**config.mk**
```make
export PLATFORM = sky130hd
export DESIGN_NAME = array_linked_list_engine_top
export DESIGN_NICKNAME = d
export VERILOG_FILES = /design/src/sv/alle_pkg.sv /design/src/sv/alle_ram.sv /design/src/sv/array_linked_list_engine_top.sv
export SDC_FILE = /design/constraint.sdc
export NUM_CORES = 2
export LEC_CHECK = 0
export BUFFER_PORTS_ARGS = -buffer_cell sky130_fd_sc_hd__buf_2
export CAP_MARGIN = 20
export CORE_MARGIN = 1
export CORE_UTILIZATION = 50
export CTS_CLUSTER_SIZE = 40
export DETAILED_ROUTE_END_ITERATION = 7
export GPL_TIMING_DRIVEN = 1
export PLACE_DENSITY = 0.66
export SETUP_SLACK_MARGIN = 0.1
export SLEW_MARGIN = 5
export SYNTH_ARGS = -nofsm -noshare
export SYNTH_HDL_FRONTEND = slang
export SYNTH_SLANG_ARGS = --single-unit
```
**constraint.sdc**
```tcl
create_clock -name i_clk -period 5 [get_ports i_clk]
set_input_delay 0 -clock i_clk [delete_from_list [all_inputs] [get_ports i_clk]]
set_output_delay 0 -clock i_clk [all_outputs]
set_load 0.01 [all_outputs]
```
**src/sv/alle_pkg.sv**
```systemverilog
// Shared constants and types of the array linked list engine.
package alle_pkg;

    // Default sizes of the slot array
    localparam int ALLE_CAPACITY   = 16;
    localparam int ALLE_DATA_WIDTH = 64;

    typedef logic [2:0] t_op;
    typedef logic [1:0] t_status;

    // Operation codes
    localparam t_op OP_ADD_HEAD  = 3'd0;
    localparam t_op OP_ADD_AFTER = 3'd1;
    localparam t_op OP_ADD_TAIL  = 3'd2;
    localparam t_op OP_DEL_HEAD  = 3'd3;
    localparam t_op OP_DEL_AFTER = 3'd4;
    localparam t_op OP_DEL_TAIL  = 3'd5;
    localparam t_op OP_CLEAR     = 3'd6;
    localparam t_op OP_WALK      = 3'd7;

    // Result status codes
    localparam t_status ST_OK     = 2'd0;
    localparam t_status ST_FULL   = 2'd1;
    localparam t_status ST_EMPTY  = 2'd2;
    localparam t_status ST_BADPOS = 2'd3;

endpackage

```
**src/sv/alle_ram.sv**
```systemverilog
// Generic single-write, single-read RAM with registered read data.
module alle_ram #(
    parameter int WIDTH = 8,
    parameter int DEPTH = 16
) (
    input  logic                     i_clk,
    input  logic                     i_we,
    input  logic [$clog2(DEPTH)-1:0] i_waddr,
    input  logic [WIDTH-1:0]         i_wdata,
    input  logic [$clog2(DEPTH)-1:0] i_raddr,
    output logic [WIDTH-1:0]         o_rdata
);

    logic [WIDTH-1:0] r_mem [DEPTH];
    logic [WIDTH-1:0] r_rdata;

    // Write port and registered read port
    always_ff @(posedge i_clk) begin
        if (i_we) begin
            r_mem[i_waddr] <= i_wdata;
        end
        r_rdata <= r_mem[i_raddr];
    end

    assign o_rdata = r_rdata;

endmodule

```
**src/sv/array_linked_list_engine_top.sv**
```systemverilog
// Top level of the array linked list engine: control, list registers and slot memories.
//
//  channel   | handshake         | payload
//  ----------+-------------------+---------------------------------------------------
//  request   | start / busy      | i_operation, i_position, i_entry_data
//  result    | o_strobe (1 cyc)  | o_status, o_slot, o_entry_data_res,
//            |                   | o_element_count, o_last
//
// A rejected request (full, empty, bad position) and clear answer at the accept edge, but
// delete after rejects a successor that is not live in S_DA1. Add head runs S_ADD, add
// after S_INS1 and S_INS2, delete head S_DH, delete after S_DA1 and S_DA2. Add tail (S_ADD
// on an empty list) and delete tail walk the links in S_TAIL, one slot per cycle through
// the link memory read port. Walk emits one result per cycle after the read of the head.
// Reset needs no clearing pass: occupancy lives in flip-flops.
// The receiver cannot stall results.
module array_linked_list_engine_top
    import alle_pkg::*;
#(
    parameter int CAPACITY   = ALLE_CAPACITY,
    parameter int DATA_WIDTH = ALLE_DATA_WIDTH
) (
    input  logic                           i_clk,
    input  logic                           i_rst_n,
    input  logic                           start,
    output logic                           busy,
    input  logic [2:0]                     i_operation,
    input  logic [$clog2(CAPACITY)-1:0]    i_position,
    input  logic [DATA_WIDTH-1:0]          i_entry_data,
    output logic                           o_strobe,
    output logic [1:0]                     o_status,
    output logic [$clog2(CAPACITY)-1:0]    o_slot,
    output logic [DATA_WIDTH-1:0]          o_entry_data_res,
    output logic [$clog2(CAPACITY+1)-1:0]  o_element_count,
    output logic                           o_last
);

    localparam int IW = $clog2(CAPACITY);
    localparam int LW = $clog2(CAPACITY + 1);
    localparam logic [LW-1:0] NO_SLOT  = LW'(CAPACITY);
    localparam logic [LW-1:0] LAST_STP = LW'(CAPACITY - 1);

    // Sequencer states
    localparam logic [3:0] S_IDLE = 4'd0;
    localparam logic [3:0] S_ADD  = 4'd1;
    localparam logic [3:0] S_INS1 = 4'd2;
    localparam logic [3:0] S_INS2 = 4'd3;
    localparam logic [3:0] S_TAIL = 4'd4;
    localparam logic [3:0] S_DT   = 4'd5;
    localparam logic [3:0] S_DH   = 4'd6;
    localparam logic [3:0] S_DA1  = 4'd7;
    localparam logic [3:0] S_DA2  = 4'd8;
    localparam logic [3:0] S_WALK = 4'd9;

    // Control registers
    logic [3:0]          r_state,  n_state;
    logic [LW-1:0]       r_head,   n_head;
    logic [LW-1:0]       r_count,  n_count;
    logic [CAPACITY-1:0] r_occ,    n_occ;
    logic [LW-1:0]       r_free,   n_free;
    logic                r_strobe, n_strobe;

    // Working and result payload registers
    t_op                 r_op,     n_op;
    logic [IW-1:0]       r_tgt,    n_tgt;
    logic [DATA_WIDTH-1:0] r_data, n_data;
    logic [LW-1:0]       r_cur,    n_cur;
    logic [LW-1:0]       r_prev,   n_prev;
    logic [LW-1:0]       r_step,   n_step;
    t_status             r_status, n_status;
    logic [IW-1:0]       r_slot,   n_slot;
    logic [DATA_WIDTH-1:0] r_res,  n_res;
    logic                r_last,   n_last;

    // Memory ports
    logic                  w_lnk_we;
    logic [IW-1:0]         w_lnk_wa;
    logic [LW-1:0]         w_lnk_wd;
    logic                  w_dat_we;
    logic [IW-1:0]         w_rd_addr;
    logic [LW-1:0]         w_lnk_rd;
    logic [DATA_WIDTH-1:0] w_dat_rd;

    logic w_empty;
    logic w_full;
    logic w_pos_live;
    logic w_nx_live;

    // A link names a live entry when it is a slot index and that slot is occupied
    function automatic logic is_live(input logic [LW-1:0] s, input logic [CAPACITY-1:0] occ);
        logic lv;
        lv = 1'b0;
        if (s < NO_SLOT) begin
            lv = occ[s[IW-1:0]];
        end
        return lv;
    endfunction

    // Successor links
    alle_ram #(
        .WIDTH (LW),
        .DEPTH (CAPACITY)
    ) u_lnk_ram (
        .i_clk   (i_clk),
        .i_we    (w_lnk_we),
        .i_waddr (w_lnk_wa),
        .i_wdata (w_lnk_wd),
        .i_raddr (w_rd_addr),
        .o_rdata (w_lnk_rd)
    );

    // Entry data words, always written at the free slot
    alle_ram #(
        .WIDTH (DATA_WIDTH),
        .DEPTH (CAPACITY)
    ) u_dat_ram (
        .i_clk   (i_clk),
        .i_we    (w_dat_we),
        .i_waddr (r_free[IW-1:0]),
        .i_wdata (r_data),
        .i_raddr (w_rd_addr),
        .o_rdata (w_dat_rd)
    );

    assign w_empty    = !is_live(r_head, r_occ);
    assign w_full     = (r_count >= NO_SLOT);
    assign w_pos_live = is_live(LW'(i_position), r_occ);
    assign w_nx_live  = is_live(w_lnk_rd, r_occ);

    // Lowest free slot, registered from the occupancy; it settles before any add uses it
    always_comb begin
        n_free = NO_SLOT;
        for (int i = CAPACITY - 1; i >= 0; i--) begin
            if (!r_occ[i]) begin
                n_free = LW'(i);
            end
        end
    end

    // Sequencer
    always_comb begin
        logic [LW-1:0] v_tail;
        logic [LW-1:0] v_prev;
        logic [LW-1:0] v_cnt;
        logic          v_last;

        n_state  = r_state;
        n_head   = r_head;
        n_count  = r_count;
        n_occ    = r_occ;
        n_op     = r_op;
        n_tgt    = r_tgt;
        n_data   = r_data;
        n_cur    = r_cur;
        n_prev   = r_prev;
        n_step   = r_step;
        n_strobe = 1'b0;
        n_status = ST_OK;
        n_slot   = '0;
        n_res    = '0;
        n_last   = 1'b1;

        w_lnk_we  = 1'b0;
        w_lnk_wa  = r_free[IW-1:0];
        w_lnk_wd  = NO_SLOT;
        w_dat_we  = 1'b0;
        w_rd_addr = r_cur[IW-1:0];

        v_tail = r_cur;
        v_prev = r_prev;
        v_cnt  = (r_count != '0) ? r_count - LW'(1) : r_count;
        v_last = !w_nx_live || (r_step == LAST_STP);

        case (r_state)
            S_IDLE: begin
                if (i_operation == OP_ADD_AFTER || i_operation == OP_DEL_AFTER) begin
                    w_rd_addr = i_position;
                end else begin
                    w_rd_addr = r_head[IW-1:0];
                end
                if (start) begin
                    n_op   = i_operation;
                    n_tgt  = i_position;
                    n_data = i_entry_data;
                    n_cur  = r_head;
                    n_prev = NO_SLOT;
                    n_step = '0;
                    case (i_operation)
                        OP_ADD_HEAD: begin
                            if (w_full) begin
                                n_strobe = 1'b1;
                                n_status = ST_FULL;
                            end else begin
                                n_state = S_ADD;
                            end
                        end
                        OP_ADD_AFTER: begin
                            if (w_full) begin
                                n_strobe = 1'b1;
                                n_status = ST_FULL;
                            end else if (!w_pos_live) begin
                                n_strobe = 1'b1;
                                n_status = ST_BADPOS;
                            end else begin
                                n_state = S_INS1;
                            end
                        end
                        OP_ADD_TAIL: begin
                            if (w_full) begin
                                n_strobe = 1'b1;
                                n_status = ST_FULL;
                            end else if (w_empty) begin
                                n_state = S_ADD;
                            end else begin
                                n_state = S_TAIL;
                            end
                        end
                        OP_DEL_HEAD: begin
                            if (w_empty) begin
                                n_strobe = 1'b1;
                                n_status = ST_EMPTY;
                            end else begin
                                n_state = S_DH;
                            end
                        end
                        OP_DEL_AFTER: begin
                            if (w_empty) begin
                                n_strobe = 1'b1;
                                n_status = ST_EMPTY;
                            end else if (!w_pos_live) begin
                                n_strobe = 1'b1;
                                n_status = ST_BADPOS;
                            end else begin
                                n_state = S_DA1;
                            end
                        end
                        OP_DEL_TAIL: begin
                            if (w_empty) begin
                                n_strobe = 1'b1;
                                n_status = ST_EMPTY;
                            end else begin
                                n_state = S_TAIL;
                            end
                        end
                        OP_CLEAR: begin
                            n_occ    = '0;
                            n_head   = NO_SLOT;
                            n_count  = '0;
                            n_strobe = 1'b1;
                        end
                        default: begin
                            if (w_empty) begin
                                n_strobe = 1'b1;
                                n_status = ST_EMPTY;
                            end else begin
                                n_state = S_WALK;
                            end
                        end
                    endcase
                end
            end

            // New head entry; an empty list gets a terminated link
            S_ADD: begin
                w_lnk_we = 1'b1;
                w_lnk_wd = w_empty ? NO_SLOT : r_head;
                w_dat_we = 1'b1;
                n_occ[r_free[IW-1:0]] = 1'b1;
                n_count  = r_count + LW'(1);
                n_head   = r_free;
                n_strobe = 1'b1;
                n_slot   = r_free[IW-1:0];
                n_state  = S_IDLE;
            end

            // New entry takes the predecessor's old link, or ends the list
            S_INS1: begin
                w_lnk_we = 1'b1;
                w_lnk_wd = (r_op == OP_ADD_AFTER) ? w_lnk_rd : NO_SLOT;
                w_dat_we = 1'b1;
                n_state  = S_INS2;
            end

            // Predecessor now points at the new entry
            S_INS2: begin
                w_lnk_we = 1'b1;
                w_lnk_wa = r_tgt;
                w_lnk_wd = r_free;
                n_occ[r_free[IW-1:0]] = 1'b1;
                n_count  = r_count + LW'(1);
                n_strobe = 1'b1;
                n_slot   = r_free[IW-1:0];
                n_state  = S_IDLE;
            end

            // Tail search, one link per cycle, bounded by the capacity
            S_TAIL: begin
                if (!w_nx_live || (r_step == LAST_STP)) begin
                    if (w_nx_live) begin
                        v_tail = w_lnk_rd;
                        v_prev = r_cur;
                    end
                    n_cur     = v_tail;
                    n_prev    = v_prev;
                    n_tgt     = v_tail[IW-1:0];
                    w_rd_addr = v_tail[IW-1:0];
                    n_state   = (r_op == OP_ADD_TAIL) ? S_INS1 : S_DT;
                end else begin
                    n_prev    = r_cur;
                    n_cur     = w_lnk_rd;
                    n_step    = r_step + LW'(1);
                    w_rd_addr = w_lnk_rd[IW-1:0];
                end
            end

            // Unlink the tail; a lone entry empties the list
            S_DT: begin
                if (r_prev < NO_SLOT) begin
                    w_lnk_we = 1'b1;
                    w_lnk_wa = r_prev[IW-1:0];
                    w_lnk_wd = NO_SLOT;
                end else begin
                    n_head = NO_SLOT;
                end
                n_occ[r_cur[IW-1:0]] = 1'b0;
                n_count  = v_cnt;
                n_strobe = 1'b1;
                n_slot   = r_cur[IW-1:0];
                n_res    = w_dat_rd;
                n_state  = S_IDLE;
            end

            // Head moves to its live successor
            S_DH: begin
                n_head = w_nx_live ? w_lnk_rd : NO_SLOT;
                if (v_cnt == '0) begin
                    n_head = NO_SLOT;
                end
                n_occ[r_cur[IW-1:0]] = 1'b0;
                n_count  = v_cnt;
                n_strobe = 1'b1;
                n_slot   = r_cur[IW-1:0];
                n_res    = w_dat_rd;
                n_state  = S_IDLE;
            end

            // Victim is the predecessor's successor; it must be live
            S_DA1: begin
                if (!w_nx_live) begin
                    n_strobe = 1'b1;
                    n_status = ST_BADPOS;
                    n_state  = S_IDLE;
                end else begin
                    n_cur     = w_lnk_rd;
                    w_rd_addr = w_lnk_rd[IW-1:0];
                    n_state   = S_DA2;
                end
            end

            // Bypass the victim
            S_DA2: begin
                w_lnk_we = 1'b1;
                w_lnk_wa = r_tgt;
                w_lnk_wd = w_lnk_rd;
                n_occ[r_cur[IW-1:0]] = 1'b0;
                n_count  = v_cnt;
                n_strobe = 1'b1;
                n_slot   = r_cur[IW-1:0];
                n_res    = w_dat_rd;
                n_state  = S_IDLE;
            end

            // Emit one entry per cycle, reading the next while this one goes out
            S_WALK: begin
                n_strobe = 1'b1;
                n_slot   = r_cur[IW-1:0];
                n_res    = w_dat_rd;
                n_last   = v_last;
                if (v_last) begin
                    n_state = S_IDLE;
                end else begin
                    n_cur     = w_lnk_rd;
                    n_step    = r_step + LW'(1);
                    w_rd_addr = w_lnk_rd[IW-1:0];
                end
            end

            default: begin
                n_state = S_IDLE;
            end
        endcase
    end

    // Control state
    always_ff @(posedge i_clk) begin
        if (!i_rst_n) begin
            r_state  <= S_IDLE;
            r_head   <= NO_SLOT;
            r_count  <= '0;
            r_occ    <= '0;
            r_free   <= '0;
            r_strobe <= 1'b0;
        end else begin
            r_state  <= n_state;
            r_head   <= n_head;
            r_count  <= n_count;
            r_occ    <= n_occ;
            r_free   <= n_free;
            r_strobe <= n_strobe;
        end
    end

    // Working and result payload
    always_ff @(posedge i_clk) begin
        r_op     <= n_op;
        r_tgt    <= n_tgt;
        r_data   <= n_data;
        r_cur    <= n_cur;
        r_prev   <= n_prev;
        r_step   <= n_step;
        r_status <= n_status;
        r_slot   <= n_slot;
        r_res    <= n_res;
        r_last   <= n_last;
    end

    assign busy             = (r_state != S_IDLE);
    assign o_strobe         = r_strobe;
    assign o_status         = r_status;
    assign o_slot           = r_slot;
    assign o_entry_data_res = r_res;
    assign o_element_count  = r_count;
    assign o_last           = r_last;

endmodule

```
==> qor.yml <==
outcome:
  outcome: "finished clean"
critical_path:
  crit_chain: "nand4bb_1, nor2_2, and4_1, nor2_1, o221a_1, and2_4, buf_12, buf_12, mux2i_1, o22ai_1, or4_1"
  critPathLaunchType: "flip-flop"
  critical_path.max_fanout: 43
  path_buf_inv: 2
  cp.required_ns: 5.63
  timing.critical_path.mode_cell: "buf_12"
  end_kind: "flip-flop"
  slowest_stage: "dfxtp_1"
  cp_slowest_stage_delay_ns: 0.80
  r2r-start: "r_state[1]"
  crit_path_start: "r_state[1]"
  cpLargestDelayFamily: "simple AND/OR/NAND/NOR gates"
  critPathKind: "flip-flop to flip-flop"
  worstPathArrival_ns: 4.95
sta:
  finalSetupViolCount: 0
  slew_violations: 0
  skew_ns: 0.0235
  hold_viol: 0
  tns_ns: 0
  timing.final.crit_share_pct: 86.5
  tightest_slew_ns: 1.04
  timing.fmax_mhz: 231
  maxSlewHeadroom_pct: 30.7
  setup_slack_ns: 0.675
  rsz0062_at_grt: "no"
  fin_crit_ns: 4.33
layout:
  mostFrequentLayoutCell: "edfxtp_1"
  fin_nets: 3477
  drive_above_1_share_pct: 14.7
  layout_common_cells: "1190 x edfxtp_1, 488 x mux2i_1, 200 x o22ai_1"
  num_antenna_cells: 0
  syn_to_final_growth_pct: 17.5
  fillers: 7492
synth:
  seq_area_frac_synth_pct: 76.1
  ys_types: 72
  netlist_instances: 3061
  synth_ff_type: "edfxtp_1"
  syn_area_um2: 51600
  yosysWarnings: 0
  synth-edff-count: 1190
  syn-num-nets: 3139
  syn_avg_cell_area_um2: 16.8
  ys_ff_latch: 1366
  synth-async-reset-ratio_pct: 0
power:
  p_sw_mw: 6.41
  p_seq_share_pct: 50.5
  vdd_ir_drop_max_uv: 294
  switching_share_pct: 24.0
  power_density_nw_per_um2: 440
  clkPwrFrac_pct: 39.2
  p_leak_nw: 21.5
  cellInternalPower_mw: 20.3
  p_comb_share_pct: 10.3
hold_path:
  hp-class: "input pin to flip-flop"
  holdCritStartpoint: "i_entry_data[24]"
grt:
  antenna_found_initial: 2
  grt_pass1_vias: 29100
  grt-ovfl-total: 0
  grt_pass1_wl_mm: 186
  grt_max_degree: 85
  grt_use_total_pct: 24.3
placed_design:
  dp_slack_ns: 0.749
  dp_hpwl_mm: 70.4
  portBuffers: 151
  gp_congestion: 0.882
cts:
  cts-root-buf: "clkbuf_16"
  cts_max_path_buffers: 3
  cts_tree: "built"
  clk_latency_ns: 0.75
  clk_pin_slew_worst_paths_ns: 0.06
  cts_sinks: 1366
  h-tree-depth: 4
  cts_buffers: 141
drt:
  vias: 29000
  firstDrtPassIters: 8
  totalWireLength_mm: 126
  drtAntennaViolNets: 0
  drt_iter0_drc: 2841
  wl_per_cell_um: 25.9
  drc: 0
  vias_per_cell: 5.94
floorplan:
  die_w_um: 323
  coreArea_um2: 102000
  initial_core_util_pct: 50.5
  die_area_um2: 104000
  die_h_um: 323
  rows: 117
  ios: 152
flow_run:
  cap_violations: 0
worst paths after layout:
path	to	slack [ns]	cells after the start
worst max-delay path	u_dat_ram.o_rdata[37]	0.67	11
worst min-delay path	r_data[24]	0.04	2
worst max register to register	u_dat_ram.o_rdata[37]	0.67	11
worst min register to register	o_entry_data_res[5]	0.43	1
power groups by stage:
stage	sequential [mW]	clock (mW)	combinational, mW
6_report	13.5	10.5	2.76
5_1_grt	13.5	11.0	2.95
4_1_cts	13.5	10.6	2.76
3_5_place_dp	13.7	0	2.67
3_3_place_gp	13.7	0	2.61
2_1_floorplan	13.4	0	1.90
what timing repair did:
| action | 4_1_cts | 5_1_grt |
|---|---|---|
| hold buffers | 127 | 0 |
| buffers inserted | 0 | 0 |
| gates resized for setup | 0 | 0 |
| endpoints found under the hold margin | 118 | 0 |
cells by family after synthesis:
logic type,after synthesis,share of synthesized area (%)
xor+xnor,5,0.0849
buf+inv,194,2.07
simple gates,478,4.88
mux,506,10.1
fa+ha+maj,4,0.0971
flops,1366,76.1
compound gates,508,6.64
synth_stat cells (6+ instances only):
library cell / n / share of area [%]
edfxtp_1: 1190 / 69
mux2i_1: 488 / 9.5
o22ai_1: 200 / 2.4
dfxtp_1: 176 / 6.8
nand2_1: 141 / 1.0
a21oi_1: 96 / 0.93
and2_1: 85 / 1.0
nor2_1: 85 / 0.62
clkbuf_1: 75 / 0.55
a221oi_1: 69 / 1.2
or4_1: 69 / 1.0
buf_2: 64 / 0.62
o21ai_0: 37 / 0.36
buf_6: 31 / 0.68
nor3_1: 18 / 0.17
a21boi_0: 15 / 0.22
nand3_1: 15 / 0.15
nor2b_1: 14 / 0.17
o211ai_1: 14 / 0.20
inv_1: 13 / 0.095
nand2b_1: 12 / 0.15
mux4_2: 10 / 0.44
o32ai_1: 10 / 0.17
mux2_2: 8 / 0.17
buf_4: 7 / 0.10
a31oi_1: 6 / 0.073
or2_2: 6 / 0.073
metrics by stage:
step           std cells  area, um^2  utilization (%)  power (mW)  hold WS [ns]
6_report            4883       60600             59.4        26.7        0.0398
5_1_grt             4883       60600             59.4        27.5        0.0209
4_1_cts             4883       60600             59.4        26.8      0.000905
3_5_place_dp        4497       54600             53.5        16.4         0.178
3_3_place_gp        4497       54600             53.5        16.3         0.177
2_1_floorplan       3061       51600                -        15.3        0.0989
layer usage:
layer / GRT usage, % / vias up / wire length, um
met5: 0 / - / 0
met4: 7.97 / 0 / 3280
met3: 4.05 / 234 / 8350
met2: 40.2 / 1151 / 62000
met1: 32.8 / 14800 / 52800
li1: - / 12800 / -
state kept, by name, summed over array words and instances (netlist names), 16 cells and up:
name / count
u_lnk_ram.r_mem: 80
o_entry_data_res: 64
u_dat_ram.o_rdata: 64
r_data: 64
r_occ: 16
u_dat_ram.r_mem: 1024
cell type report:
class,count,area (um^2),share of cell area (%)
Multi-Input combinational cell,1501,11400,18.8
Sequential cell,1366,39300,64.8
Tap cell,1368,1710,2.83
Clock inverter,54,639,1.06
Inverter,13,51.3,0.0847
Clock buffer,205,4040,6.68
Timing Repair Buffer,376,3450,5.70
No activity file was read; power rests on OpenSTA's default activity.
